[config.mk]
export PLATFORM = sky130hd
export DESIGN_NAME = sdcsd_field_decode
export DESIGN_NICKNAME = d
export VERILOG_FILES = /design/src/design/sdcsd_pkg.sv /design/src/design/sdcsd_field_decode.sv
export SDC_FILE = /design/constraint.sdc
export NUM_CORES = 1
export LEC_CHECK = 0
export ABC_AREA = 1
export BUFFER_PORTS_ARGS = -buffer_cell sky130_fd_sc_hd__buf_2
export CAP_MARGIN = 30
export CORE_AREA = 2 2 104 106
export DETAILED_ROUTE_END_ITERATION = 10
export DIE_AREA = 0 0 106 108
export GPL_TIMING_DRIVEN = 0
export PLACE_DENSITY = 0.62
export SKIP_LAST_GASP = 1
export SYNTH_ARGS = -nofsm -noshare
export SYNTH_HDL_FRONTEND = slang
export SYNTH_SLANG_ARGS = --single-unit
[constraint.sdc]
create_clock -name vclk -period 2.6
set_clock_uncertainty 0.2 [all_clocks]
set_input_delay 0.26 -clock vclk [all_inputs]
set_output_delay 0.26 -clock vclk [all_outputs]
set_load 0.1 [all_outputs]
[src/design/sdcsd_pkg.sv]
package sdcsd_pkg;

  typedef enum logic [1:0] {
    STATUS_OK          = 2'd0,
    STATUS_BAD_TYPE    = 2'd1,
    STATUS_BAD_VERSION = 2'd2,
    STATUS_BAD_STRUCT  = 2'd3
  } status_t;

  localparam logic [2:0] CARD_MMC  = 3'd0;
  localparam logic [2:0] CARD_SDHC = 3'd3;

  localparam logic [1:0] CSD_STRUCT_V1 = 2'd0;
  localparam logic [1:0] CSD_STRUCT_V2 = 2'd1;
  localparam logic [1:0] CSD_STRUCT_V3 = 2'd2;
  localparam logic [3:0] MMC_SPEC_MAX  = 4'd4;

  // floor(x / 10) via (x * ceil(2^35 / 10)) >> 35, exact for x below 2^32
  localparam logic [31:0] DIV10_RECIP = 32'hCCCC_CCCD;
  localparam int          DIV10_SHIFT = 35;

  // decoded csd fields handed from the field decoder to the pipeline
  typedef struct packed {
    status_t     status;
    logic        wide;
    logic [11:0] ccc;
    logic [23:0] rate_unit;
    logic [6:0]  rate_mant;
    logic [23:0] time_unit;
    logic [6:0]  time_mant;
    logic [7:0]  nsac;
    logic [2:0]  r2w;
    logic [3:0]  rbl;
    logic [3:0]  wbl;
    logic [3:0]  flags;
    logic [11:0] c_size;
    logic [2:0]  c_mult;
    logic [21:0] c_size_hc;
  } csd_fields_t;

  function automatic logic [23:0] rate_unit_lut(input logic [2:0] e);
    logic [23:0] r;
    unique case (e)
      3'd0:    r = 24'd10000;
      3'd1:    r = 24'd100000;
      3'd2:    r = 24'd1000000;
      3'd3:    r = 24'd10000000;
      default: r = 24'd0;
    endcase
    return r;
  endfunction

  function automatic logic [23:0] time_unit_lut(input logic [2:0] e);
    logic [23:0] r;
    unique case (e)
      3'd0:    r = 24'd1;
      3'd1:    r = 24'd10;
      3'd2:    r = 24'd100;
      3'd3:    r = 24'd1000;
      3'd4:    r = 24'd10000;
      3'd5:    r = 24'd100000;
      3'd6:    r = 24'd1000000;
      default: r = 24'd10000000;
    endcase
    return r;
  endfunction

  function automatic logic [6:0] mant_lut(input logic [3:0] m);
    logic [6:0] r;
    unique case (m)
      4'd0:    r = 7'd0;
      4'd1:    r = 7'd10;
      4'd2:    r = 7'd12;
      4'd3:    r = 7'd13;
      4'd4:    r = 7'd15;
      4'd5:    r = 7'd20;
      4'd6:    r = 7'd25;
      4'd7:    r = 7'd30;
      4'd8:    r = 7'd35;
      4'd9:    r = 7'd40;
      4'd10:   r = 7'd45;
      4'd11:   r = 7'd50;
      4'd12:   r = 7'd55;
      4'd13:   r = 7'd60;
      4'd14:   r = 7'd70;
      default: r = 7'd80;
    endcase
    return r;
  endfunction

endpackage

[src/design/sdcsd_field_decode.sv]
module sdcsd_field_decode
  import sdcsd_pkg::*;
(
  input  logic [2:0]  card_type,
  input  logic [63:0] csd_high,
  input  logic [63:0] csd_low,
  output csd_fields_t fields
);

  logic [127:0] csd;
  logic [1:0]   st;
  logic         is_wide;
  status_t      stat;

  assign csd = {csd_high, csd_low};
  assign st  = csd[127:126];

  always_comb begin
    stat    = STATUS_OK;
    is_wide = 1'b0;
    if (card_type == CARD_MMC) begin
      if (csd[125:122] > MMC_SPEC_MAX) begin
        stat = STATUS_BAD_VERSION;
      end else if (st != CSD_STRUCT_V2 && st != CSD_STRUCT_V3) begin
        stat = STATUS_BAD_STRUCT;
      end
    end else if (card_type <= CARD_SDHC) begin
      if (st == CSD_STRUCT_V2) begin
        is_wide = 1'b1;
      end else if (st != CSD_STRUCT_V1) begin
        stat = STATUS_BAD_STRUCT;
      end
    end else begin
      stat = STATUS_BAD_TYPE;
    end
  end

  always_comb begin
    fields.status    = stat;
    fields.wide      = is_wide;
    fields.ccc       = csd[95:84];
    fields.rate_unit = rate_unit_lut(csd[98:96]);
    fields.rate_mant = mant_lut(csd[102:99]);
    fields.c_size    = csd[73:62];
    fields.c_mult    = csd[49:47];
    fields.c_size_hc = csd[69:48];
    fields.time_unit = time_unit_lut(csd[114:112]);
    if (is_wide) begin
      // v2.0 layout has fixed timing and block sizes
      fields.time_mant = 7'd0;
      fields.nsac      = 8'd0;
      fields.r2w       = 3'd4;
      fields.rbl       = 4'd9;
      fields.wbl       = 4'd9;
      fields.flags     = 4'd0;
    end else begin
      fields.time_mant = mant_lut(csd[118:115]);
      fields.nsac      = csd[111:104];
      fields.r2w       = csd[28:26];
      fields.rbl       = csd[83:80];
      fields.wbl       = csd[25:22];
      fields.flags     = {csd[21], csd[78], csd[77], csd[79]};
    end
  end

endmodule
Word-level counts from Yosys, hierarchy flattened
Memories as Yosys holds them, arrays and structs flattened.
Cells that the tools add are included.

storage, ports and cells
  memories kept = 2
  bits in registers = 0
  logic and storage cells = 33
  input bits = 131
  output and inout port bits = 137
  latch bits = 0
  bits in read-only memories = 224
  bits in writable memories = 0

cells by class
  bitwise logic cells = 0
  $mul = 0
  reduce and logical (&&, ||, !) cells = 5
  shifts and indexed selects = 0
  eq/ne operators = 12
  mux-type cells = 12
  order comparisons = 2
  divide/modulo/power cells = 0
  add/sub/neg operators = 0

memories
  memory           depth  width  rd ports  clocked after memory_dff  write ports  line             text
  (no name shown)  16     7      1         0                         0            sdcsd_pkg.sv:70  unique case (m)
  (no name shown)  16     7      1         0                         0            sdcsd_pkg.sv:70

operator list
  cell                                                            number
  case mux 24 bit (7 select lines)                                1
  case mux 24 bit (4 select lines)                                1
  2-to-1 mux 30 bit                                               1
  equality test 3 x 2 -> 1 bit, second input constant             4
  2-to-1 mux 2 bit                                                6
  equality test 3 bit, second input constant                      3
  logical NOT 3 bit                                               3
  equality test 3 x 1 -> 1 bit, second input constant             2
  greater-than comparator 4 x 3 -> 1 bit, second input constant   1
  less-or-equal comparator 3 x 2 -> 1 bit, second input constant  1
  2-to-1 mux 1 bit                                                3
  equality test 2 x 1 -> 1 bit, second input constant             1
  != test 2 x 1 -> 1 bit, second input constant                   1
  != test 2 bit, second input constant                            1
  nonzero test 2 bit                                              1
  logical AND 1 bit                                               1

Depth between registers and ports, before layout
Gate-level depths: netlist (run 1).

  depth after elaboration = 5
  depth in mapped cells = 8
  depth with buffers taken out = 7

Worst setup path before layout (run 1)
No wires, ideal clock.

  kind = input -> output
  start = input csd_high[32]
  end = output fields[118] in the netlist's numbering
  required time = 2.140 ns
  setup slack = -0.849 ns
  cell stages on the path = 5
  arrival time = 2.989 ns
  buffers on the path = 1
  path through = inv_1 nor2_1 nand2_1 inv_1 buf_4

RTL lines
  item             line                     text
  start, declared  sdcsd_field_decode.sv:5  input logic [63:0] csd_high,
  end, declared    sdcsd_field_decode.sv:7  output csd_fields_t fields

==> impl_metrics.py, run 1 <==
metrics = {
    "layout": {
        "drive_gt1_share_pct": 58.59,
        "area_delta_synth_final_pct": 70.76,
        "antennaDiodeCount": 0,
        "final_nets": 601,
        "seqCellArea_um2": 0,
        "seq_cells": 0,
        "design_area_um2": 2645,
        "n_fill_cell": 1187,
        "clock_buffers": 0,
        "final_cells": 590,
    },
    "timing": {
        "hold_violations": 0,
        "period_minus_slack_ns": 2.065,
        "fmax_ghz": 0.4844,
        "worst_slew_pin_slew_ns": 0.5233,
        "setup_violations": 0,
        "rsz0062_at_grt": "no",
        "finalSetupTns_ns": 0,
        "relSlewSlack_pct": 65.36,
        "finalCritPeriodShare_pct": 79.41,
        "final_max_slew_viol_count": 0,
    },
    "routing": {
        "dr.pass1.iters": 4,
        "wl_per_cell_um": 8.944,
        "ant_nets": 0,
        "drt-initial-drc-count": 34,
        "post-route-drc-count": 0,
        "routed_wl_mm": 5.277,
        "via_count": 2030,
        "vias_per_cell": 3.441,
    },
    "place": {
        "dp.cells": 590,
        "dpl_cell_area_um2": 2645,
        "gp_congestion": 0.7604,
        "io_buffers": 168,
        "hpwl_mm": 4.840,
    },
    "logic_synthesis": {
        "synth_warnings": 0,
        "netlist_area_um2": 1549,
        "yosysSeqAreaShare_pct": 0,
        "synth_cells": 277,
        "synth_cell_types": 20,
        "avgSynthCellArea_um2": 5.592,
    },
    "grt": {
        "gr-usage-met1_pct": 7.179,
        "grtUsageTotal_pct": 7.732,
        "antenna_found_initial": 0,
        "grt_pass1_wl_mm": 7.431,
        "grt.busiest_layer": "met2",
        "met3_usage_pct": 3.376,
        "grt_max_degree": 11,
        "grt_util_met2_pct": 16.36,
        "overflow": 0,
        "grt_pass1_vias": 1663,
    },
    "die": {
        "die_h_um": 108,
        "dieArea_um2": 11450,
        "num_io_pins": 268,
        "start_util_pct": 15.14,
        "core_um2": 10230,
        "die_w_um": 106,
        "rows": 37,
    },
    "clock_tree": {
        "cts.repair.resized": 0,
        "cts_hold_buf": 0,
        "post_cts_buffers": 0,
    },
    "flow_run": {
        "maxCapViolations": 0,
    },
    "power": {
        "ir_drop_mv": 0.1818,
        "cellPowerDensity_nw_per_um2": 486.6,
        "finalPower_uw": 1287,
        "leakagePower_uw": 0.001803,
    },
    "setup_path": {
        "critical_path_class": "input pin to output port",
        "cp_max_fo": 7,
        "critPathLaunchType": "input pin",
        "worstPathRequired_ns": 2.14,
        "crit_arrival_ns": 1.60,
        "endpoint_kind": "output port",
    },
    "status": {
        "status": "complete, no violations",
    },
    "hold_path": {
        "min_path_type": "input pin to output port",
    },
}
==> cell type report <==
cell class	instances	area [um^2]	share of cell area [%]
plain buffers	81	601.8	22.75
inverters	52	198.9	7.521
multi-input cells	153	833.3	31.50
well taps	136	170.2	6.433
repair buffers	168	840.8	31.79
==> per-layer routing <==
layer | vias up | routed length, um | part of all wire, %
li1 | 1090 | - | -
met1 | 818 | 1662 | 31
met2 | 122 | 2796 | 53
met3 | 0 | 818 | 16
met4 | 0 | 0 | 0
met5 | - | 0 | 0
==> synthesized netlist by cell type <==
master / count / area (um^2)
conb_1: 1 / 3.750
nand2_1: 42 / 157.7
nor3_1: 7 / 35.03
buf_6: 1 / 11.26
a21oi_1: 6 / 30.03
ha_1: 14 / 175.2
nor2_1: 38 / 142.6
or2_1: 4 / 25.02
o21ai_0: 12 / 60.06
o21bai_1: 1 / 7.510
inv_2: 1 / 3.750
or2_2: 2 / 12.51
buf_4: 76 / 570.6
o31ai_1: 1 / 7.510
nand3_1: 13 / 65.06
nand3b_1: 1 / 7.510
nor2_4: 2 / 22.52
inv_1: 51 / 191.4
clkbuf_2: 1 / 5.000
buf_2: 3 / 15.01
==> stage by stage <==
stage	hold WS [ns]	worst slack, ns	utilization, %
floorplan	0.4258	-0.3585	-
global placement	0.7035	0.5254	25.85
detailed placement	0.7039	0.5195	25.85
CTS	0.7038	0.5190	25.85
global route	0.7049	0.4432	25.85
finish	0.7034	0.5354	25.85
==> worst max-delay path, stage by stage <==
cell	delay [ns]
buf_2	0.13
inv_1	0.20
ha_1	0.29
nor2_1	0.12
o21ai_0	0.10
o21ai_1	0.07
buf_2	0.43
==> worst paths after layout <==
path              slack, ns         end    startpoint  cells after the start
setup / recovery       0.54  fields[92]  csd_high[36]                      7
hold / removal         0.70  fields[29]   csd_high[2]                      2
==> power by group <==
group          internal [uW]  switching, uW
Combinational            214           1070
Sequential                 0              0
Clock                      0              0
Total                    214           1070
==> kinds of logic (layout without fill, tap and decap cells) <==
| family | Yosys count | in the layout | share of synthesized area [%] |
|---|---|---|---|
| buf+inv | 133 | 301 | 51.45 |
| simple gates | 109 | 109 | 30.21 |
| compound gates | 20 | 20 | 6.786 |
| fa+ha+maj | 14 | 14 | 11.31 |
| other cells | 1 | 10 | 0.2421 |
==> layout by cell type (no fill, tap or decap), types with 4 or more instances in the layout <==
master	instances
a21oi_1	4
buf_2	171
buf_4	76
conb_1	10
ha_1	14
inv_1	50
nand2_1	42
nand3_1	13
nor2_1	34
nor3_2	4
o21ai_0	8
o21ai_1	4
or2_1	4
(Power assumes the default switching activity.)
==> inputs of run 2 (changes only) <==
Settings changed: ABC_AREA 1 to 0, CORE_AREA 2 2 104 106 to 2 2 103 105, DIE_AREA 0 0 106 108 to 0 0 105 107, PLACE_DENSITY 0.62 to 0.64.
Clock period 2.6 ns to 1.7 ns, I/O delays scaled along.
==> impl_metrics.py, run 2 <==
metrics = {
    "setup_path": {
        "cpMaxStageDelayCell": "mux4_2",
        "critPathLaunchType": "input pin",
        "worstPathRequired_ns": 1.33,
        "crit_arrival_ns": 1.37,
        "setup.worst_path.start": "csd_high[52]",
        "endpoint_kind": "output port",
        "critPathMaxStageDelay_ns": 0.47,
        "path_cells": "buf_12 -> inv_8 -> ha_4 -> inv_2 -> mux4_2 -> nor2_4 -> buf_12",
        "cp_max_fo": 5,
        "critical_path_class": "input pin to output port",
        "path_common_cell": "buf_12",
    },
    "timing": {
        "worst_slack_ns": -0.03691,
        "rsz0062_at_grt": "yes",
        "finalSetupTns_ns": -0.03691,
        "setup_violations": 1,
        "finalCritPeriodShare_pct": 102.2,
        "fmax_ghz": 0.5757,
        "hold_violations": 0,
        "period_minus_slack_ns": 1.737,
        "final_max_slew_viol_count": 0,
    },
    "die": {
        "start_util_pct": 14.54,
        "rows": 37,
        "die_w_um": 105,
        "die_h_um": 107,
        "dieArea_um2": 11240,
        "core_um2": 10090,
        "num_io_pins": 268,
    },
    "power": {
        "combPwrFrac_pct": 100.0,
        "p_switching_uw": 1707,
        "p_int_uw": 563.4,
        "clkPwrFrac_pct": 0,
        "ir_drop_mv": 0.2735,
        "swShare_pct": 75.19,
        "p_seq_share_pct": 0,
        "leakagePower_uw": 0.001906,
        "cellPowerDensity_nw_per_um2": 642.8,
    },
    "grt": {
        "grt_pass1_vias": 1730,
        "antenna_found_initial": 0,
        "grtUsageTotal_pct": 7.259,
        "grt_max_degree": 11,
        "grt_pass1_wl_mm": 7.134,
        "overflow": 0,
    },
    "hold_path": {
        "hold_path_end": "fields[48]",
        "min_path_type": "input pin to output port",
        "hp-start": "csd_high[19]",
        "worst_hold_path.num_cells": 3,
    },
    "layout": {
        "area_delta_synth_final_pct": 140.7,
        "seq_cells": 0,
        "drive_gt1_share_pct": 81.98,
        "antennaDiodeCount": 0,
        "clock_buffers": 0,
        "finish.utilization_pct": 35.00,
        "final_cell_mix": "128 x buf_2, 85 x buf_4, 19 x buf_12",
        "final_cells": 541,
        "seqCellArea_um2": 0,
        "final_nets": 552,
        "final_common_cell": "buf_2",
    },
    "logic_synthesis": {
        "synth_cells": 220,
        "synth_cell_types": 34,
        "netlist_area_um2": 1468,
        "yosysSeqAreaShare_pct": 0,
        "ys_top_cells_by_area": "buf_4 37%, ha_1 12%, nor2b_1 10%, inv_1 3.8%, nor3_1 3.4%",
        "avgSynthCellArea_um2": 6.671,
        "synth.largest_area_cell": "buf_4",
        "synth.cells.most_frequent": "73 x buf_4, 24 x nor2b_1, 15 x inv_1",
        "synth_warnings": 0,
        "netlist.area_leader.share_pct": 37.34,
        "yosys.cell_count.top_type": "buf_4",
    },
    "place": {
        "io_buffers": 171,
        "dp.cells": 536,
        "gp_congestion": 0.7606,
        "hpwl_mm": 4.412,
    },
    "routing": {
        "vias_per_cell": 3.686,
        "ant_nets": 0,
        "drt-initial-drc-count": 48,
        "via_count": 1994,
        "routed_wl_mm": 5.250,
        "dr.pass1.iters": 4,
        "wl_per_cell_um": 9.704,
        "post-route-drc-count": 0,
    },
    "status": {
        "status": "finished, violations left",
        "violations": "negative setup slack",
    },
    "flow_run": {
        "maxCapViolations": 0,
    },
    "clock_tree": {
        "cts_hold_buf": 0,
    },
}
[run 2: changes by cell type in the layout (fill, tap and decap cells not counted), sizes merged, moves of 2 or more]
cell,previous run,this run
nor2,40,13
nand2,42,9
nand2b,0,3
nand3,13,4
and3,0,5
clkbuf,1,11
inv,51,15
nor2b,0,24
and2,0,2
mux2i,0,2
nor3b,0,3
o21ai,12,9
nor3,7,10
[run 2: worst max-delay path: cells and delay by family]
kind / cells / cell delay (ns)
muxes: 1 / 0.47
buffers and inverters: 4 / 0.35
adders and majority gates: 1 / 0.26
and+or+nand+nor: 1 / 0.12
[run 2: repair_timing]
item,CTS,global route
cloned,0,2
pin swaps,3,1
setup endpoints to repair,40,25
gates resized for setup,93,26
buffers inserted,4,0
[run 2: per-layer routing]
metal	wire length, um	track usage [%]	vias up	part of all wire, %
li1	-	-	988	-
met1	1743	7.164	859	33
met2	2892	16.14	143	55
met3	591	1.033	4	11
met4	23	0.4762	0	0.44
met5	0	0	-	0
[run 2: cells by family after synthesis]
family          after synthesis  synth area share (%)
compound gates               24                 9.634
xor+xnor                      2                 1.194
fa+ha+maj                    14                 11.94
buf+inv                      98                 45.01
mux                           3                 2.898
other cells                   1                0.2555
simple gates                 78                 29.07
[run 2: worst max-delay path by stage]
stage,endpoint,slack [ns],cells past startpoint
floorplan,fields[75],-0.45,3
global placement,fields[44],-0.50,7
detailed placement,fields[44],-0.51,7
CTS,fields[37],-0.05,7
global route,fields[63],-0.07,7
finish,fields[63],-0.04,7
[run 2: layout make-up]
type | count | area [um^2]
repair buffers | 176 | 1269
multi-input cells | 131 | 1292
well taps | 136 | 170.2
fillers | 1027 | 6560
inverters | 16 | 103.9
plain buffers | 82 | 696.9
[run 2: through the flow]
step | setup WS (ns) | instance area (um^2) | hold WS (ns) | total power [uW]
floorplan | -0.4535 | 2036 | 0.2379 | 1835
CTS | -0.05315 | 3398 | 0.4904 | 2231
global route | -0.07446 | 3532 | 0.4964 | 2334
global placement | -0.4951 | 3062 | 0.5241 | 2090
detailed placement | -0.5052 | 3062 | 0.5240 | 2100
finish | -0.03691 | 3532 | 0.4911 | 2270
[run 2: power by group through the flow]
| stage | sequential (uW) | clock, uW | combinational [uW] |
|---|---|---|---|
| 2_1_floorplan | 0 | 0 | 1830 |
| 3_3_place_gp | 0 | 0 | 2090 |
| 3_5_place_dp | 0 | 0 | 2100 |
| 4_1_cts | 0 | 0 | 2230 |
| 5_1_grt | 0 | 0 | 2330 |
| 6_report | 0 | 0 | 2270 |
